--- config.mk ---
export PLATFORM = sky130hd
export DESIGN_NAME = sha1_message_digest_top
export DESIGN_NICKNAME = d
export VERILOG_FILES = /design/src/sv/sha1_pkg.sv /design/src/sv/sha1_message_digest_top.sv
export SDC_FILE = /design/constraint.sdc
export NUM_CORES = 2
export LEC_CHECK = 0
export BUFFER_PORTS_ARGS = -buffer_cell sky130_fd_sc_hd__buf_4
export CORE_ASPECT_RATIO = 0.6
export CORE_MARGIN = 4
export CORE_UTILIZATION = 50
export CTS_BUF_LIST = sky130_fd_sc_hd__clkbuf_4 sky130_fd_sc_hd__clkbuf_8
export DETAILED_ROUTE_END_ITERATION = 8
export GPL_TIMING_DRIVEN = 0
export PLACE_DENSITY = 0.7
export RECOVER_POWER = 100
export SKIP_LAST_GASP = 1
export SLEW_MARGIN = 0
export SYNTH_ARGS = -nofsm -noshare
export SYNTH_HDL_FRONTEND = slang
export SYNTH_SLANG_ARGS = --single-unit
--- constraint.sdc ---
create_clock -name clk -period 8 [get_ports clk]
set_input_delay 1.2 -clock clk [delete_from_list [all_inputs] [get_ports clk]]
set_output_delay 1.2 -clock clk [all_outputs]
set_load 0.02 [all_outputs]
--- src/sv/sha1_pkg.sv ---
`default_nettype none
package sha1_pkg;
	localparam logic [31:0] H0 = 32'h67452301;
	localparam logic [31:0] H1 = 32'hEFCDAB89;
	localparam logic [31:0] H2 = 32'h98BADCFE;
	localparam logic [31:0] H3 = 32'h10325476;
	localparam logic [31:0] H4 = 32'hC3D2E1F0;
	localparam logic [31:0] K0 = 32'h5A827999;
	localparam logic [31:0] K1 = 32'h6ED9EBA1;
	localparam logic [31:0] K2 = 32'h8F1BBCDC;
	localparam logic [31:0] K3 = 32'hCA62C1D6;
	localparam logic [7:0] PAD_BYTE = 8'h80;

	typedef logic [31:0] word_t;

	function automatic word_t init_chain(input logic [2:0] i);
		word_t r;
		case (i)
			3'd0: r = H0;
			3'd1: r = H1;
			3'd2: r = H2;
			3'd3: r = H3;
			default: r = H4;
		endcase
		return r;
	endfunction

	function automatic word_t round_f(input logic [6:0] t, input word_t b, input word_t c,
			input word_t d);
		word_t r;
		if (t < 7'd20) r = (b & c) | (~b & d);
		else if (t < 7'd40) r = b ^ c ^ d;
		else if (t < 7'd60) r = (b & c) | (b & d) | (c & d);
		else r = b ^ c ^ d;
		return r;
	endfunction

	function automatic word_t round_k(input logic [6:0] t);
		word_t r;
		if (t < 7'd20) r = K0;
		else if (t < 7'd40) r = K1;
		else if (t < 7'd60) r = K2;
		else r = K3;
		return r;
	endfunction
endpackage
`default_nettype wire

--- src/sv/sha1_message_digest_top.sv ---
// Streaming SHA-1 hasher. Each input transfer carries at most one message byte
// (has_byte) and may mark the end of the message (end_of_message). Bytes are
// packed big-endian into a 16-word block memory. When 64 bytes are in, the
// 80-round compression runs. A plain byte is read and merged, then written
// back before the next transfer is taken. The round loop dominates. Each of
// the first 16 rounds reads its message word from the block memory, which
// has one read port and one write port, and then runs the round. Each later
// round reads the four message schedule taps, one per cycle, then computes
// the new schedule word and the round and writes the word back. The byte
// that fills a block holds off the next input transfer until the compression
// and the final add are done. An end-of-message transfer pads the block with
// 0x80, zeros and the 64-bit bit length. This takes one or two blocks, and
// the zero fill runs one word per cycle. The block then presents the five
// digest words, most significant first, one per output transfer. The output
// holds in a register while stall is high. The next message is accepted
// only after the last digest word has been transferred. The block memory
// needs no clearing after reset, since every word is fully written before a
// round reads it.
`default_nettype none
module sha1_message_digest_top
	import sha1_pkg::*;
(
	input  wire logic        clk,
	input  wire logic        arst_n,
	input  wire logic        in_valid,
	output logic             in_stall,
	input  wire logic [7:0]  data_byte,
	input  wire logic        has_byte,
	input  wire logic        end_of_message,
	output logic             out_valid,
	input  wire logic        out_stall,
	output logic [31:0]      digest_word,
	output logic [2:0]       word_index,
	output logic             last_word
);
	localparam logic [3:0] ST_IDLE  = 4'd0;
	localparam logic [3:0] ST_BYTE  = 4'd1;  // not used; a byte is read in ST_IDLE and written in ST_BWR
	localparam logic [3:0] ST_BWR   = 4'd2;
	localparam logic [3:0] ST_PAD   = 4'd3;  // put the pad byte
	localparam logic [3:0] ST_PWR   = 4'd4;
	localparam logic [3:0] ST_ZERO  = 4'd5;  // zero fill words
	localparam logic [3:0] ST_LEN   = 4'd6;  // write length words
	localparam logic [3:0] ST_CINIT = 4'd7;
	localparam logic [3:0] ST_RD    = 4'd8;  // read schedule words
	localparam logic [3:0] ST_RND   = 4'd9;
	localparam logic [3:0] ST_ADD   = 4'd10;
	localparam logic [3:0] ST_OUT   = 4'd11;

	logic [3:0]  state_q;
	word_t       mem [16];
	word_t       rdata_s1;
	logic [3:0]  raddr;
	logic        ren;
	logic [3:0]  waddr;
	word_t       wdata;
	logic        wen;

	word_t       h_q [5];
	word_t       a_q, b_q, c_q, d_q, e_q;
	word_t       x_q;
	logic [6:0]  round_counter_q;
	logic [1:0]  rd_q;     // which schedule tap is being read
	logic [63:0] bit_count_q;
	logic [7:0]  byte_q;
	logic        eom_q;
	logic        final_q;  // the block being compressed holds the length
	logic        two_q;    // padding needs a second block
	logic [3:0]  zidx_q;
	logic [2:0]  oidx_q;

	always_ff @(posedge clk) begin
		if (wen) mem[waddr] <= wdata;
		if (ren) rdata_s1 <= mem[raddr];
	end

	logic [5:0] pos;
	assign pos = bit_count_q[8:3];
	logic [4:0] sh;
	assign sh = 5'd24 - {pos[1:0], 3'b000};

	// schedule tap addresses: t+13, t+8, t+2, t
	logic [3:0] tbase;
	assign tbase = round_counter_q[3:0];
	always_comb begin
		raddr = tbase;
		case (rd_q)
			2'd0: raddr = tbase + 4'd13;
			2'd1: raddr = tbase + 4'd8;
			2'd2: raddr = tbase + 4'd2;
			default: raddr = tbase;
		endcase
		if (state_q == ST_IDLE || state_q == ST_PAD) raddr = pos[5:2];
	end

	word_t merged;
	assign merged = (rdata_s1 & ~(32'hFF << sh)) | ({24'd0, byte_q} << sh);
	// The pad byte keeps the message bytes above it and clears the bytes below.
	word_t padded;
	assign padded = (rdata_s1 & ~(32'hFFFF_FFFF >> {pos[1:0], 3'b000}))
		| ({24'd0, PAD_BYTE} << sh);
	word_t wnew;
	assign wnew = {(x_q ^ rdata_s1)} ;
	word_t wrot;
	assign wrot = {wnew[30:0], wnew[31]};
	word_t wuse;
	assign wuse = (round_counter_q < 7'd16) ? rdata_s1 : wrot;
	word_t tmp;
	assign tmp = {a_q[26:0], a_q[31:27]} + round_f(round_counter_q, b_q, c_q, d_q)
		+ e_q + round_k(round_counter_q) + wuse;

	always_comb begin
		ren = 1'b0;
		wen = 1'b0;
		waddr = pos[5:2];
		wdata = merged;
		unique case (state_q)
			ST_IDLE: ren = in_valid && has_byte;
			ST_PAD:  ren = 1'b1;
			ST_BWR: wen = 1'b1;
			ST_PWR: begin
				wen = 1'b1;
				wdata = padded;
			end
			ST_ZERO: begin
				wen = 1'b1;
				waddr = zidx_q;
				wdata = '0;
			end
			ST_LEN: begin
				wen = 1'b1;
				waddr = zidx_q;
				wdata = zidx_q[0] ? bit_count_q[31:0] : bit_count_q[63:32];
			end
			ST_RD: ren = (round_counter_q >= 7'd16) || (rd_q == 2'd3);
			ST_RND: begin
				wen = round_counter_q >= 7'd16;
				waddr = tbase;
				wdata = wrot;
			end
			default: ;
		endcase
	end

	assign in_stall = state_q != ST_IDLE;
	assign out_valid = state_q == ST_OUT;
	assign digest_word = h_q[oidx_q];
	assign word_index = oidx_q;
	assign last_word = oidx_q == 3'd4;

	always_ff @(posedge clk or negedge arst_n) begin
		if (!arst_n) begin
			state_q <= ST_IDLE;
			h_q[0] <= H0; h_q[1] <= H1; h_q[2] <= H2; h_q[3] <= H3; h_q[4] <= H4;
			a_q <= '0; b_q <= '0; c_q <= '0; d_q <= '0; e_q <= '0;
			x_q <= '0;
			byte_q <= '0;
			bit_count_q <= '0;
			round_counter_q <= '0;
			rd_q <= '0;
			eom_q <= 1'b0;
			final_q <= 1'b0;
			two_q <= 1'b0;
			zidx_q <= '0;
			oidx_q <= '0;
		end else begin
			unique case (state_q)
				ST_IDLE: if (in_valid) begin
					byte_q <= data_byte;
					eom_q <= end_of_message;
					final_q <= 1'b0;
					if (has_byte) state_q <= ST_BWR;
					else if (end_of_message) state_q <= ST_PAD;
				end
				ST_BWR: begin
					bit_count_q <= bit_count_q + 64'd8;
					if (pos == 6'd63) state_q <= ST_CINIT;
					else if (eom_q) state_q <= ST_PAD;
					else state_q <= ST_IDLE;
				end
				ST_PAD: begin
					state_q <= ST_PWR;
				end
				ST_PWR: begin
					two_q <= pos >= 6'd56;
					zidx_q <= pos[5:2] + 4'd1;
					if (pos[5:2] == 4'd15) state_q <= (pos >= 6'd56) ? ST_CINIT : ST_LEN;
					else state_q <= ST_ZERO;
					if (pos[5:2] == 4'd13) begin
						state_q <= ST_LEN;
						zidx_q <= 4'd14;
					end
				end
				ST_ZERO: begin
					zidx_q <= zidx_q + 4'd1;
					if (zidx_q == 4'd15 && two_q) state_q <= ST_CINIT;
					else if (zidx_q == 4'd13 && !two_q) state_q <= ST_LEN;
				end
				ST_LEN: begin
					zidx_q <= zidx_q + 4'd1;
					if (zidx_q == 4'd15) begin
						state_q <= ST_CINIT;
						final_q <= 1'b1;
					end
				end
				ST_CINIT: begin
					a_q <= h_q[0]; b_q <= h_q[1]; c_q <= h_q[2]; d_q <= h_q[3]; e_q <= h_q[4];
					round_counter_q <= '0;
					rd_q <= 2'd3;
					state_q <= ST_RD;
				end
				ST_RD: begin
					// Read data arrives in the cycle after its address.
					if (rd_q == 2'd1) x_q <= rdata_s1;
					else if (rd_q != 2'd0) x_q <= x_q ^ rdata_s1;
					if (rd_q == 2'd3) state_q <= ST_RND;
					else if (rd_q != 2'd0 || round_counter_q >= 7'd16) rd_q <= rd_q + 2'd1;
				end
				ST_RND: begin
					a_q <= tmp; b_q <= a_q; c_q <= {b_q[1:0], b_q[31:2]}; d_q <= c_q; e_q <= d_q;
					if (round_counter_q == 7'd79) state_q <= ST_ADD;
					else begin
						round_counter_q <= round_counter_q + 7'd1;
						rd_q <= (round_counter_q >= 7'd15) ? 2'd0 : 2'd3;
						state_q <= ST_RD;
					end
				end
				ST_ADD: begin
					h_q[0] <= h_q[0] + a_q; h_q[1] <= h_q[1] + b_q; h_q[2] <= h_q[2] + c_q;
					h_q[3] <= h_q[3] + d_q; h_q[4] <= h_q[4] + e_q;
					if (final_q) begin
						state_q <= ST_OUT;
						oidx_q <= '0;
					end else if (eom_q && two_q) begin
						zidx_q <= '0;
						two_q <= 1'b0;
						state_q <= ST_ZERO;
					end else if (eom_q) state_q <= ST_PAD;
					else state_q <= ST_IDLE;
				end
				ST_OUT: if (!out_stall) begin
					if (oidx_q == 3'd4) begin
						h_q[0] <= H0; h_q[1] <= H1; h_q[2] <= H2; h_q[3] <= H3; h_q[4] <= H4;
						bit_count_q <= '0;
						eom_q <= 1'b0;
						state_q <= ST_IDLE;
					end else oidx_q <= oidx_q + 3'd1;
				end
				default: state_q <= ST_IDLE;
			endcase
		end
	end

	a_out_idx: assert property (@(posedge clk) disable iff (!arst_n)
		out_valid |-> oidx_q <= 3'd4) else $error("digest index out of range");
	a_round: assert property (@(posedge clk) disable iff (!arst_n)
		state_q == ST_RND |-> round_counter_q <= 7'd79) else $error("round overrun");
	a_hold: assert property (@(posedge clk) disable iff (!arst_n)
		out_valid && out_stall |=> out_valid && $stable(word_index))
		else $error("digest word lost under stall");
endmodule
`default_nettype wire
==> flow_metrics.py <==
metrics = {
    "synthesis": {
        "syn-num-nets": 5218,
        "async_flop_share_pct": 44.9,
        "ys_ff_latch": 988,
        "ys.warnings.count": 0,
        "avgSynthCellArea_um2": 11.4,
        "synth_edf_count": 544,
        "synthDistinctLibCells": 88,
        "synth_area_um2": 55400,
        "synth_top_area_share_pct": 29.5,
        "yosys-top-cells-area": "edfxtp_1 (29%), dfrtp_1 (16%), mux4_2 (5.2%)",
        "synth_cells": 4867,
        "synth-main-ff-cell": "edfxtp_1",
        "synth_area_leader_cell": "edfxtp_1",
        "ys_seq_area_share_pct": 49.7,
    },
    "global_routing": {
        "grt-ovfl-total": 0,
        "grt_pass1_wl_um": 278000,
        "grt_pass1_vias": 40300,
        "grt_max_degree": 112,
        "track_usage_pct": 32.8,
        "antenna_found_initial": 6,
    },
    "floorplan": {
        "die_h_um": 266,
        "start_util_pct": 50.5,
        "die-area_um2": 116000,
        "io_pins": 52,
        "std_cell_rows": 94,
        "core_area_um2": 110000,
        "die_w_um": 438,
    },
    "worst_setup_path": {
        "startpoint": "round_counter_q[2]",
        "crit_path_max_fanout": 11,
        "crit_required_ps": 8760,
        "cp.arrival_ps": 8810,
        "rr_startpoint": "round_counter_q[2]",
        "worst_setup_path_end_kind": "register",
        "cpPeakStageDelay_ps": 1080,
        "crit_type": "reg2reg",
        "crit_path_top_delay_cell": "buf_1",
        "critical_path.top_delay_family": "compound AO/OA/AOI/OAI gates",
        "path_cells": "clkbuf_1, o21ai_0, and2_1, inv_1, buf_1, nor2_1, a221oi_1, fa_1, fa_1, inv_1, ha_1, inv_1, fa_1, nor2b_1, o21ai_1, a21oi_1, o31a_1, a21boi_1, o21ai_1, a31oi_1, mux2_1, o2111ai_1, a22o_1",
        "start_kind": "register",
        "cp_num_buf_inv": 5,
    },
    "outcome": {
        "status": "finished, violations left",
        "violations": "max-capacitance violations, max-slew violations, negative setup slack",
    },
    "timing": {
        "hold_violations": 0,
        "fmax_mhz": 124,
        "fin_crit_ps": 8040,
        "clock_skew_ps": 57.3,
        "relSlewSlack_pct": -179,
        "worst_pin_slew_ps": 4180,
        "slew_viol_final": 851,
        "setup_viol": 1,
        "rsz0062_at_grt": "false",
        "worst_slack_ps": -42.5,
        "min_period_over_period_pct": 101,
    },
    "finish": {
        "reg.largest.list": "mem x512, h_q x160, bit_count_q x61",
        "regMostFlops": "mem",
        "largest_reg_flops": 512,
        "drive_gt1_share_pct": 10.4,
        "area_growth_pct": 9.79,
        "post-route-util_pct": 55.4,
        "final_nets": 5449,
        "fillCellCount": 9354,
    },
    "drt": {
        "viasPerCell": 6.51,
        "routedWlPerCell_um": 28.8,
        "ant_nets": 0,
        "drt_iter0_drc": 6846,
        "dr_total_vias": 43700,
        "drt_pass1_iterations": 7,
        "drcViolationCount": 0,
        "routed_wl_um": 193000,
    },
    "clocking": {
        "clk_pin_slew_worst_paths_ps": 70,
        "numClockSinks": 988,
        "cts_tree": "yes",
        "ctsRootBufferMaster": "clkbuf_8",
        "cts_max_level": 4,
        "cts_buffers": 151,
        "clkLatencyLatePin_ps": 900,
        "clock_path_buffers": 3,
        "cts_setup_buffers": 0,
    },
    "power": {
        "power.switching_mw": 2.20,
        "total_power_mw": 9.96,
        "p_int_mw": 7.76,
        "p_leak_nw": 22.4,
        "pwr-share-comb_pct": 0.6,
        "p_sw_share_pct": 22.1,
        "pwr-share-seq_pct": 53.5,
        "p_per_area_nw_per_um2": 164,
        "clockPowerShare_pct": 45.9,
        "irDropWorstVdd_mv": 0.133,
    },
    "min_path": {
        "hold_path_startpoint": "h_q[63]",
        "hold_path_class": "reg2reg",
    },
    "placement": {
        "portBuffers": 51,
        "gp_congestion": 1.07,
        "hpwl_um": 147000,
    },
    "flow_run": {
        "cap_violations": 35,
    },
}
-- power groups by stage --
| stage | sequential (mW) | clock, mW | combinational (mW) |
|---|---|---|---|
| 6_report | 5.33 | 4.57 | 0.0570 |
| 5_1_grt | 5.33 | 4.84 | 0.0652 |
| 4_1_cts | 5.33 | 4.60 | 0.0642 |
| 3_5_place_dp | 5.43 | 0 | 0.0643 |
| 3_3_place_gp | 5.43 | 0 | 0.0562 |
| 2_1_floorplan | 5.43 | 0 | 0.000612 |
-- synthesized netlist by cell type, drive strengths merged (11+ instances only) --
cell and number:
a211oi 62, a21o 84, a21oi 303, a221o 75
a22o 33, a22oi 124, a311oi 15, a31oi 30
and2 13, and3 31, buf 59, clkbuf 179
dfrtp 364, dfstp 80, edfxtp 544, fa 125
ha 212, inv 264, mux2 12, mux2i 166
mux4 128, nand2 479, nand2b 45, nand3 58
nand4 26, nor2 339, nor2b 73, nor3 34
nor3b 11, o211ai 20, o21a 28, o21ai 303
o21bai 31, o221ai 23, o22a 45, o22ai 72
o31ai 15, or3 22, xnor2 127, xor2 98
-- metrics by stage --
step	area [um2]	worst slack, ps	setup TNS, ps	hold slack, ps	std cells
final	60900	-42.5	-42.5	510	6709
after global routing	60800	30.3	0	540	6704
after CTS	61500	262	0	150	6697
after detailed placement	58300	-494	-1380	500	6429
after global placement	57700	-1100	-7790	489	6406
after floorplan	55400	2410	0	464	4867
-- per-layer routing --
layer	up-vias	routed length, um	part of all wire [%]	global-route usage (%)
met3	314	35300	18	17.6
li1	18600	-	-	-
met5	-	586	0.30	2.10
met2	3064	68300	35	38.1
met4	8	4400	2.3	8.03
met1	21700	84500	44	51.4
-- layout make-up --
cell class | count | area, um2 | share of cell area (%)
diodes | 8 | 20.0 | 0.0329
plain buffers | 238 | 932 | 1.53
clock buffers | 222 | 2720 | 4.47
clock inverters | 46 | 454 | 0.746
inverters | 265 | 995 | 1.63
multi-input cells | 3376 | 25900 | 42.6
flip-flops and latches | 988 | 27500 | 45.3
well taps | 1488 | 1860 | 3.06
repair buffers | 78 | 388 | 0.637
-- placed cells by master (no fill, tap or decap), drive strengths merged, types with 127 or more instances in the layout --
cell / instances
a21oi: 303
clkbuf: 479
dfrtp: 364
edfxtp: 544
ha: 212
inv: 271
mux2i: 166
mux4: 128
nand2: 479
nor2: 339
o21ai: 303
xnor2: 127
-- worst paths after layout --
path	endpoint	slack [ps]	cells past startpoint
min	h_q[63]	510	1
max reg2reg	a_q[23]	-40	23
max in group asynchronous	x_q[24]	1450	2
max	a_q[23]	-40	23
min in group asynchronous	h_q[86]	1150	1
min reg2reg	h_q[63]	510	1
-- cell families after synthesis --
group | synth area share (%)
AOI/OAI and AO/OA | 16.2
buffers and inverters | 3.48
xor gates and xnor gates | 3.56
DFF | 49.7
muxes | 8.44
adders and majority gates | 9.30
and+or+nand+nor | 9.35
-- timing repair --
action,CTS,global route
gates resized for setup,3,5
setup endpoints to repair,7,4
hold buffers,0,0
pin swaps,0,0
Note: power is estimated with default switching activity, not from simulation.
